`src/ccc_pkg.sv`:
```
// shared types, widths and register codes for the coin combination checker
`timescale 1ns / 1ps
package ccc_pkg;

  // fixed field widths
  localparam int VAL_W     = 20;
  localparam int TALLY_W   = 48;
  localparam int CNT_W     = 3;
  localparam int CFG_IDX_W = 3;
  localparam int NUM_QTY   = 6;

  // parameter defaults
  localparam int DEF_MAX_DENOMS = 6;
  localparam int DEF_INDEX_BITS = 48;

  // configuration register indexes
  localparam logic [CFG_IDX_W-1:0] REG_TARGET = 3'd0;
  localparam logic [CFG_IDX_W-1:0] REG_COUNT  = 3'd1;
  localparam logic [CFG_IDX_W-1:0] REG_DENOM0 = 3'd2;

  // controller states
  typedef enum logic [2:0] {
    S_IDLE,
    S_RAD_GO,
    S_RAD_RUN,
    S_IDX_GO,
    S_IDX_RUN,
    S_ACC,
    S_ADD,
    S_FIN
  } state_e;

  // controller to datapath
  typedef struct packed {
    logic load_item;
    logic div_rad;
    logic div_idx;
    logic take_digit;
    logic add_digit;
    logic finish;
  } cmd_t;

  // datapath to controller
  typedef struct packed {
    logic div_busy;
    logic last_denom;
  } sts_t;

endpackage

```
`src/ccc_div.sv`:
```
// shared restoring divider, one quotient bit per cycle
`timescale 1ns / 1ps
module ccc_div import ccc_pkg::*; #(
  parameter int DIV_W = DEF_INDEX_BITS,
  parameter int CW    = $clog2(DEF_INDEX_BITS + 1)
) (
  input  logic             clk_i,
  input  logic             rst_ni,
  input  logic             start_i,
  input  logic [DIV_W-1:0] dividend_i,
  input  logic [VAL_W:0]   divisor_i,
  input  logic [CW-1:0]    steps_i,
  output logic             busy_o,
  output logic [DIV_W-1:0] quot_o,
  output logic [VAL_W:0]   rem_o
);

  logic             run_q;
  logic [CW-1:0]    cnt_q;
  logic [DIV_W-1:0] dq_q;
  logic [VAL_W:0]   rem_q;
  logic [VAL_W:0]   dvs_q;
  logic [VAL_W+1:0] trial;
  logic [VAL_W+1:0] diff;
  logic             fits;

  // trial subtraction of the shifted partial remainder
  always_comb begin
    trial = {rem_q, dq_q[DIV_W-1]};
    diff  = trial - {1'b0, dvs_q};
    fits  = ~diff[VAL_W+1];
  end

  // step counter
  always_ff @(posedge clk_i or negedge rst_ni) begin
    if (!rst_ni) begin
      run_q <= 1'b0;
      cnt_q <= '0;
    end else if (start_i) begin
      run_q <= 1'b1;
      cnt_q <= steps_i;
    end else if (run_q) begin
      cnt_q <= cnt_q - 1'b1;
      if (cnt_q == CW'(1)) begin
        run_q <= 1'b0;
      end
    end
  end

  // dividend shifts out at the top, quotient bits enter at the bottom
  always_ff @(posedge clk_i) begin
    if (start_i) begin
      dq_q  <= dividend_i;
      rem_q <= '0;
      dvs_q <= divisor_i;
    end else if (run_q) begin
      dq_q  <= {dq_q[DIV_W-2:0], fits};
      rem_q <= fits ? diff[VAL_W:0] : trial[VAL_W:0];
    end
  end

  assign busy_o = run_q;
  assign quot_o = dq_q;
  assign rem_o  = rem_q;

endmodule

```
`src/ccc_dp.sv`:
```
// datapath: configuration, digit decode, weighted sum and match tally
`timescale 1ns / 1ps
module ccc_dp import ccc_pkg::*; #(
  parameter int MAX_DENOMS = DEF_MAX_DENOMS,
  parameter int IDX_W      = DEF_INDEX_BITS
) (
  input  logic                 clk_i,
  input  logic                 rst_ni,
  input  logic                 cfg_we_i,
  input  logic [CFG_IDX_W-1:0] cfg_idx_i,
  input  logic [VAL_W-1:0]     cfg_data_i,
  input  logic [IDX_W-1:0]     combination_index_i,
  input  logic                 clear_count_i,
  input  cmd_t                 cmd_i,
  output sts_t                 sts_o,
  output logic                 is_match_o,
  output logic [TALLY_W-1:0]   match_count_o,
  output logic [VAL_W-1:0]     qty_o [NUM_QTY]
);

  localparam int DIV_W  = (IDX_W > VAL_W) ? IDX_W : VAL_W;
  localparam int DCW    = $clog2(DIV_W + 1);
  localparam int DEN_IW = (MAX_DENOMS > 1) ? $clog2(MAX_DENOMS) : 1;
  localparam int TOT_W  = 2 * VAL_W + 3;

  logic [VAL_W-1:0]   target_q;
  logic [CNT_W-1:0]   count_q;
  logic [VAL_W-1:0]   denom_q [MAX_DENOMS];

  logic [IDX_W-1:0]   idx_q;
  logic               clr_q;
  logic [CNT_W-1:0]   used_q;
  logic [DEN_IW-1:0]  sel_q;
  logic [TOT_W-1:0]   total_q;
  logic [2*VAL_W-1:0] prod_q;
  logic [VAL_W-1:0]   qty_w_q [MAX_DENOMS];
  logic               match_q;
  logic [TALLY_W-1:0] tally_q;
  logic [VAL_W-1:0]   qty_out_q [MAX_DENOMS];

  logic [VAL_W-1:0]   d_cur;
  logic [CNT_W-1:0]   used_d;
  logic               div_start;
  logic [DIV_W-1:0]   div_dividend;
  logic [VAL_W:0]     div_divisor;
  logic [DCW-1:0]     div_steps;
  logic               div_busy;
  logic [DIV_W-1:0]   div_quot;
  logic [VAL_W:0]     div_rem;
  logic               match_d;
  logic [TALLY_W-1:0] tally_base;
  logic [TALLY_W-1:0] tally_d;

  // configuration registers
  always_ff @(posedge clk_i or negedge rst_ni) begin
    if (!rst_ni) begin
      target_q <= '0;
      count_q  <= CNT_W'(1);
      for (int k = 0; k < MAX_DENOMS; k++) begin
        denom_q[k] <= VAL_W'(1);
      end
    end else if (cfg_we_i) begin
      if (cfg_idx_i == REG_TARGET) begin
        target_q <= cfg_data_i;
      end
      if (cfg_idx_i == REG_COUNT) begin
        count_q <= cfg_data_i[CNT_W-1:0];
      end
      for (int k = 0; k < MAX_DENOMS; k++) begin
        if (cfg_idx_i == REG_DENOM0 + CFG_IDX_W'(k)) begin
          denom_q[k] <= cfg_data_i;
        end
      end
    end
  end

  // current denomination, zero read as one, and clamped count in use
  always_comb begin
    d_cur = (denom_q[sel_q] == '0) ? VAL_W'(1) : denom_q[sel_q];
    if (count_q == '0) begin
      used_d = CNT_W'(1);
    end else if (count_q > CNT_W'(MAX_DENOMS)) begin
      used_d = CNT_W'(MAX_DENOMS);
    end else begin
      used_d = count_q;
    end
  end

  // divider operands: radix = target / d, then index / (radix + 1)
  always_comb begin
    div_start = cmd_i.div_rad | cmd_i.div_idx;
    if (cmd_i.div_idx) begin
      div_dividend = DIV_W'(idx_q) << (DIV_W - IDX_W);
      div_divisor  = {1'b0, div_quot[VAL_W-1:0]} + 1'b1;
      div_steps    = DCW'(IDX_W);
    end else begin
      div_dividend = DIV_W'(target_q) << (DIV_W - VAL_W);
      div_divisor  = {1'b0, d_cur};
      div_steps    = DCW'(VAL_W);
    end
  end

  ccc_div #(
    .DIV_W (DIV_W),
    .CW    (DCW)
  ) u_div (
    .clk_i      (clk_i),
    .rst_ni     (rst_ni),
    .start_i    (div_start),
    .dividend_i (div_dividend),
    .divisor_i  (div_divisor),
    .steps_i    (div_steps),
    .busy_o     (div_busy),
    .quot_o     (div_quot),
    .rem_o      (div_rem)
  );

  // per-item working registers
  always_ff @(posedge clk_i) begin
    if (cmd_i.load_item) begin
      idx_q   <= combination_index_i;
      clr_q   <= clear_count_i;
      used_q  <= used_d;
      sel_q   <= '0;
      total_q <= '0;
      for (int k = 0; k < MAX_DENOMS; k++) begin
        qty_w_q[k] <= '0;
      end
    end else if (cmd_i.take_digit) begin
      idx_q          <= div_quot[IDX_W-1:0];
      qty_w_q[sel_q] <= div_rem[VAL_W-1:0];
      prod_q         <= div_rem[VAL_W-1:0] * d_cur;
    end else if (cmd_i.add_digit) begin
      total_q <= total_q + TOT_W'(prod_q);
      if (!sts_o.last_denom) begin
        sel_q <= sel_q + 1'b1;
      end
    end
  end

  assign sts_o.div_busy   = div_busy;
  assign sts_o.last_denom = (CNT_W'(sel_q) + CNT_W'(1)) == used_q;

  // match check and saturating tally, clear applied first
  always_comb begin
    match_d    = total_q == TOT_W'(target_q);
    tally_base = clr_q ? '0 : tally_q;
    tally_d    = tally_base;
    if (match_d && (tally_base != '1)) begin
      tally_d = tally_base + 1'b1;
    end
  end

  // running tally doubles as the result count
  always_ff @(posedge clk_i or negedge rst_ni) begin
    if (!rst_ni) begin
      tally_q <= '0;
    end else if (cmd_i.finish) begin
      tally_q <= tally_d;
    end
  end

  // result register
  always_ff @(posedge clk_i) begin
    if (cmd_i.finish) begin
      match_q   <= match_d;
      qty_out_q <= qty_w_q;
    end
  end

  assign is_match_o    = match_q;
  assign match_count_o = tally_q;

  // quantities beyond the built denominations read as zero
  always_comb begin
    for (int k = 0; k < NUM_QTY; k++) begin
      qty_o[k] = '0;
      if (k < MAX_DENOMS) begin
        qty_o[k] = qty_out_q[k];
      end
    end
  end

  // tally only grows between clears
  a_tally_grows : assert property (@(posedge clk_i) disable iff (!rst_ni)
    cmd_i.finish && !clr_q |=> tally_q >= $past(tally_q))
    else $error("match tally went down without a clear");

endmodule

```
`config.mk`:
```
export PLATFORM = sky130hd
export DESIGN_NAME = ccc_dp
export DESIGN_NICKNAME = d
export VERILOG_FILES = /design/src/ccc_pkg.sv /design/src/ccc_div.sv /design/src/ccc_dp.sv
export SDC_FILE = /design/constraint.sdc
export NUM_CORES = 2
export LEC_CHECK = 0
export ABC_AREA = 1
export BUFFER_PORTS_ARGS = -buffer_cell sky130_fd_sc_hd__buf_4
export CAP_MARGIN = 20
export CORE_MARGIN = 2
export CORE_UTILIZATION = 59
export CTS_BUF_LIST = sky130_fd_sc_hd__clkbuf_4 sky130_fd_sc_hd__clkbuf_8
export DETAILED_ROUTE_END_ITERATION = 6
export PLACE_DENSITY = 0.74
export SETUP_SLACK_MARGIN = 0.05
export SYNTH_ARGS = -nofsm -noshare
export SYNTH_HDL_FRONTEND = slang
export SYNTH_SLANG_ARGS = --single-unit
```
`constraint.sdc`:
```
create_clock -name clk_i -period 9.1 [get_ports clk_i]
set_input_delay 1.365 -clock clk_i [delete_from_list [all_inputs] [get_ports clk_i]]
set_output_delay 1.365 -clock clk_i [all_outputs]
set_load 0.01 [all_outputs]
```
Word level (Yosys, flattened, before mapping)
Index checks and enable logic that the tools add are counted.
{"block": "word_totals", "regBits": 667, "out_inout_bits": 171, "elab_cells": 102}
{"block": "classes", "addsub": 6, "multipliers": 1, "magnitude_cmp": 3, "n_eq_ne": 11, "n_mux": 23, "bitwise": 6, "n_reduce_logical": 18}
{"cell": "2-to-1 mux 48 bit", "count": 7}
{"cell": "bitwise mux 120 bit", "count": 1}
{"cell": "2-to-1 mux 20 bit", "count": 5}
{"cell": "binary-select mux 20 bit (select 3 bit)", "count": 1}
{"cell": "demux 20 bit (select 3 bit)", "count": 1}
{"cell": "adder 48 x 1 -> 48 bit (second input constant)", "count": 1}
{"cell": "!= test 48 bit (second input constant)", "count": 1}
{"cell": "adder 43 x 40 -> 43 bit", "count": 1}
{"cell": "equality test 43 x 20 -> 1 bit", "count": 1}
{"cell": "multiplier 20 x 20 -> 40 bit", "count": 1}
{"cell": "subtractor 22 x 21 -> 22 bit", "count": 1}
{"cell": "adder 20 x 1 -> 21 bit (second input constant)", "count": 1}
{"cell": "2-to-1 mux 21 bit", "count": 1}
{"cell": "logical NOT 20 bit", "count": 1}
{"cell": "AND reduction 2 bit", "count": 10}
{"cell": "2-to-1 mux 6 bit", "count": 3}
{"cell": "equality test 3 bit (second input constant)", "count": 4}
{"cell": "equality test 3 x 2 -> 1 bit (second input constant)", "count": 2}
{"cell": "equality test 6 x 1 -> 1 bit (second input constant)", "count": 1}
{"cell": "logical NOT 3 bit", "count": 2}
{"cell": "subtractor 6 x 1 -> 6 bit (second input constant)", "count": 1}
{"cell": "greater-or-equal comparator 4 bit (second input constant)", "count": 1}
{"cell": "less-than comparator 4 x 1 -> 1 bit (second input constant)", "count": 1}
{"cell": "NOT 1 bit", "count": 4}
{"cell": "11 further kinds", "count": 15}

Depth between registers and ports, before layout
{"block": "depth", "ltp_word": 7, "ltp_mapped": 37, "depth_no_buf": 34}

Modules after synthesis
Synthesis repeated with hierarchy kept, for this count alone.
{"block": "hier_totals", "cells_unflattened": 6048, "area_unflattened_um2": 46940.0}
{"mod": "ccc_dp", "instances": 1, "cells_per_inst": 5316, "area_each_um2": 41392.2, "seq_area_each_um2": 14507.7}
{"mod": "ccc_div", "instances": 1, "cells_per_inst": 732, "area_each_um2": 5547.8, "seq_area_each_um2": 2667.6}

Least setup slack after synthesis
No wires, ideal clock.
{"block": "synth_path", "path_type": "register -> register", "start": "reg sel_q[0]", "end": "reg prod_q[32] (data pin)", "arrival_time_ns": 6.531, "setup_slack_ns": 2.317, "path_stages_with_launch": 32, "cell_sequence": "dfxtp_1 buf_6 inv_4 buf_4 nand2_1 nand3_1 nand2_1 nor2_1 buf_2 buf_1 nor2_1 fa_1 inv_1 fa_1 fa_1 fa_1 inv_1 fa_1 fa_1 inv_1 fa_1 inv_1 ha_1 nand2_1 nor2_1 inv_1 o21ai_0 nand2_1 nand3_1 nand3_1 nand3_1 nand2_1"}
{"block": "synth_via", "elab_chain_len": 7}
{"element": "from (decl)", "line": "ccc_dp.sv:33", "rtl": "logic [DEN_IW-1:0] sel_q;"}
{"element": "from (signal assigned)", "line": "ccc_dp.sv:136", "rtl": "sel_q <= sel_q + 1'b1;"}
{"element": "NOT 3 -> 4 bit (not written as such) (*)", "line": "ccc_dp.sv:79", "rtl": "d_cur = (denom_q[sel_q] == '0) ? VAL_W'(1) : denom_q[sel_q];"}
{"element": "binary-select mux 20 bit (select 3 bit) (*)", "line": "ccc_dp.sv:79"}
{"element": "2-to-1 mux 20 bit (not written as such) (*) (2 in series)", "line": "ccc_dp.sv:79"}
{"element": "logical NOT 20 bit", "line": "ccc_dp.sv:79"}
{"element": "2-to-1 mux 20 bit (*)", "line": "ccc_dp.sv:79"}
{"element": "multiplier 20 x 20 -> 40 bit (*)", "line": "ccc_dp.sv:132", "rtl": "prod_q <= div_rem[VAL_W-1:0] * d_cur;"}
{"element": "to (signal assigned)", "line": "ccc_dp.sv:132"}
{"element": "to (decl)", "line": "ccc_dp.sv:35", "rtl": "logic [2*VAL_W-1:0] prod_q;"}
Every way passes the cells marked *; elsewhere a longest branch is shown, timed or not. The select of a mux whose other input is x is not followed.
A chain may end at the register's enable or synchronous reset.

Final worst setup path
Same ends and word-level chain as after synthesis.

==> impl_metrics.json <==
{
  "synthAdderAreaFrac_pct": 19.7,
  "cts_made_buffers": 111,
  "fin_skew_ns": 0.0492,
  "via_count": 39477,
  "max_stage_delay_ns": 0.79,
  "power.internal_mw": 6.06,
  "insertion_delay_ns": 0.77,
  "ys_types": 57,
  "cts_tree": "yes",
  "synthCells": 5873,
  "grt.overflow.total": 0,
  "cts_resized": 0,
  "syn_to_final_growth_pct": 11.3,
  "p_per_area_mw_per_mm2": 183,
  "grt_max_degree": 123,
  "start_util_pct": 59.3,
  "leakagePower_nw": 25.6,
  "startpoint": "sel_q[0]",
  "slew_headroom_pct": 21.6,
  "synth_async_sr_flop_share_pct": 29.7,
  "finalHoldViolations": 0,
  "final_cells": 7220,
  "timing.rr.start": "sel_q[0]",
  "avgSynthCellArea_um2": 7.93,
  "synth_edf_count": 282,
  "die-area_mm2": 0.0812,
  "root_buffer": "clkbuf_8",
  "clkSinkCount": 667,
  "grt_use_total_pct": 33.8,
  "portBuffers": 251,
  "yosys_warnings": 0,
  "p_sw_share_pct": 36.1,
  "synth_mux_area_share_pct": 0,
  "rsz0062_at_grt": "no",
  "dpl.hpwl_um": 102000,
  "hp-class": "register to register",
  "cts_setup_buffers": 0,
  "worstSetupStartpointType": "register",
  "wl_per_cell_um": 19.0,
  "fin_crit_sh_pct": 90.2,
  "grt_pass1_wl_um": 214000,
  "drc": 0,
  "ir_drop_mv": 0.168,
  "die_width_um": 285,
  "dp_cells": 7007,
  "ctsHoldBuffers": 0,
  "slowest_stage": "dfxtp_2",
  "crit_path_end": "prod_q[32]",
  "gp_congestion": 0.978,
  "power_switching_mw": 3.42,
  "drt_wl_total_um": 137000,
  "cp.arrival_ns": 8.70,
  "yosysTopAreaCell": "edfxtp_1",
  "drt_iter0_drc": 3205,
  "io_pins": 252,
  "status": "finished, final reports clean",
  "synthTopCellsByArea": "edfxtp_1 18%, fa_1 14%, nand2_1 13%, dfrtp_1 10%, dfxtp_1 8.0%",
  "drive_gt1_share_pct": 9.99,
  "drtPass1Iterations": 6,
  "hold_start": "qty_w_q[86]",
  "power_mw": 9.48,
  "cp_max_fo": 53,
  "end_kind": "register",
  "antenna_left": 0,
  "synth_top_family_by_area": "simple AND/OR/NAND/NOR gates",
  "synth-compound-area-share_pct": 8.52,
  "worstPathRequired_ns": 9.59,
  "r2r_cells": 28,
  "clk_pin_slew_ns": 0.06,
  "cts_buffer_depth": 3,
  "slew_violations": 0,
  "pwr-share-comb_pct": 29.0,
  "clock_power_share_pct": 31.7,
  "r2r_slack_ns": 0.89,
  "synth_top_area_share_pct": 18.2,
  "p_seq_share_pct": 39.3,
  "antenna_found_initial": 1,
  "yosysSeqAreaShare_pct": 36.9,
  "num_rows": 103,
  "synthFlopType": "edfxtp_1",
  "maxCapViolCount": 0,
  "syn-cell-area_mm2": 0.0465,
  "worstMarginPinSlew_ns": 1.17,
  "worstReg2RegEnd": "prod_q[32]",
  "synth_fp_nets": 6492,
  "critPathKind": "register to register",
  "fp.coreArea_mm2": 0.0785,
  "fmax_mhz": 122,
  "fin_crit_ns": 8.21,
  "postLayoutCoreUtil_pct": 66.0,
  "synth-seq-cells": 667,
  "synthXorXnorAreaFrac_pct": 1.96,
  "fillers": 6774,
  "first_global_vias": 38662,
  "fin_nets": 6690,
  "yosys.area_share.simple_pct": 23.0,
  "crit_top_cell": "fa_1",
  "fp.dieH_um": 285,
  "via_per_inst": 5.47,
  "fin_setup_tns_ns": 0,
  "htreeDepth": 3,
  "setup_viol": 0
}
==> final cells by class <==
class	count	area, um2	share of cell area [%]
Antenna cell	1	2.50	0.00483
Clock inverter	44	503	0.971
Timing Repair Buffer	310	2370	4.57
Sequential cell	667	17200	33.1
Tap cell	1050	1310	2.54
Multi-Input combinational cell	4013	24800	47.8
Clock buffer	167	2030	3.92
Inverter	968	3640	7.03
==> stage by stage <==
step,setup WS [ns],hold WS (ns),area [um2]
6_report,0.894,0.415,51800
2_1_floorplan,2.32,0.403,46500
4_1_cts,0.970,0.413,51800
3_3_place_gp,1.09,0.408,49200
3_5_place_dp,1.01,0.410,49300
5_1_grt,0.440,0.405,51800
==> worst min path at each step <==
stage | to | cells past startpoint
after global placement | qty_o[57] | 0
after global routing | qty_o[86] | 0
final | qty_o[86] | 0
after floorplan | qty_o[0] | 0
after CTS | qty_o[86] | 0
after detailed placement | qty_o[60] | 0
==> worst max-delay path, delay by kind of cell, from the launching register on <==
family	cells	cell delay, ns
AOI/OAI and AO/OA	1	0.24
adders and majority gates	8	3.87
buffers and inverters	7	1.18
DFF	1	0.79
and+or+nand+nor	12	1.80
==> flip-flops by register name, summed over array words and instances (netlist names) <==
| signal | flops |
|---|---|
| u_div.cnt_q | 6 |
| u_div.busy_o | 1 |
| qty_o | 120 |
| u_div.rem_o | 21 |
| sel_q | 3 |
| clr_q | 1 |
| target_q | 20 |
| count_q | 3 |
| idx_q | 48 |
| is_match_o | 1 |
| denom_q | 120 |
| match_count_o | 48 |
| total_q | 43 |
| qty_w_q | 120 |
| u_div.quot_o | 48 |
| u_div.dvs_q | 21 |
| used_q | 3 |
| prod_q | 40 |
==> power by group through the flow <==
stage | clock network (mW) | registers [mW] | logic, mW
floorplan | 0 | 3.68 | 1.86
global placement | 0 | 3.77 | 2.66
detailed placement | 0 | 3.78 | 2.71
CTS | 3.05 | 3.72 | 2.72
global route | 3.16 | 3.75 | 3.05
finish | 3.01 | 3.73 | 2.75
==> cell usage in the layout (no fill, tap or decap), types with 10 or more instances in the layout <==
cell type and n:
a21oi_1 260, buf_4 306, clkbuf_4 43, clkbuf_8 125, clkinv_1 26, clkinv_2 10, dfrtp_1 191, dfxtp_1 186
edfxtp_1 282, fa_1 322, ha_1 216, inv_1 942, nand2_1 1638, nand2_2 19, nand3_1 221, nand3b_1 16
nand4_1 56, nor2_1 545, nor2_2 22, nor2_4 21, nor3_1 35, o211ai_1 22, o21ai_0 432, xnor2_1 38
xor2_1 66
==> cells by family after synthesis <==
group	after synthesis
AND/OR/NAND/NOR	2609
buffers and inverters	1193
AO/OA/AOI/OAI	762
flip-flops	667
XOR/XNOR	104
adder cells (fa/ha/maj)	538
==> cell usage after synthesis, types with 7 or more instances <==
cell type  count
nor2_1       554
nor2_4        19
dfstp_2        7
o21bai_1       8
xnor2_1       38
nand3b_1      16
ha_1         216
dfxtp_1      187
nand2_2       18
o211ai_1      22
fa_1         322
clkinv_1      15
xor2_1        66
nand3_1      221
nor2_2        15
a31oi_1        8
buf_1          9
nand3_2        8
dfrtp_1      191
nor3_1        36
edfxtp_1     282
buf_6         13
a21oi_1      260
o21ai_0      432
buf_2         13
clkbuf_1     184
nand2_1     1639
nand4_1       56
o21ai_1        7
inv_1        945
==> layer usage <==
layer	wire length, um	GRT usage (%)	up-vias
li1	-	-	18781
met1	56300	45.2	18691
met2	64300	55.4	1700
met3	11700	6.27	305
met4	4790	11.6	0
met5	0	0	-
No activity file was read; power rests on OpenSTA's default activity.
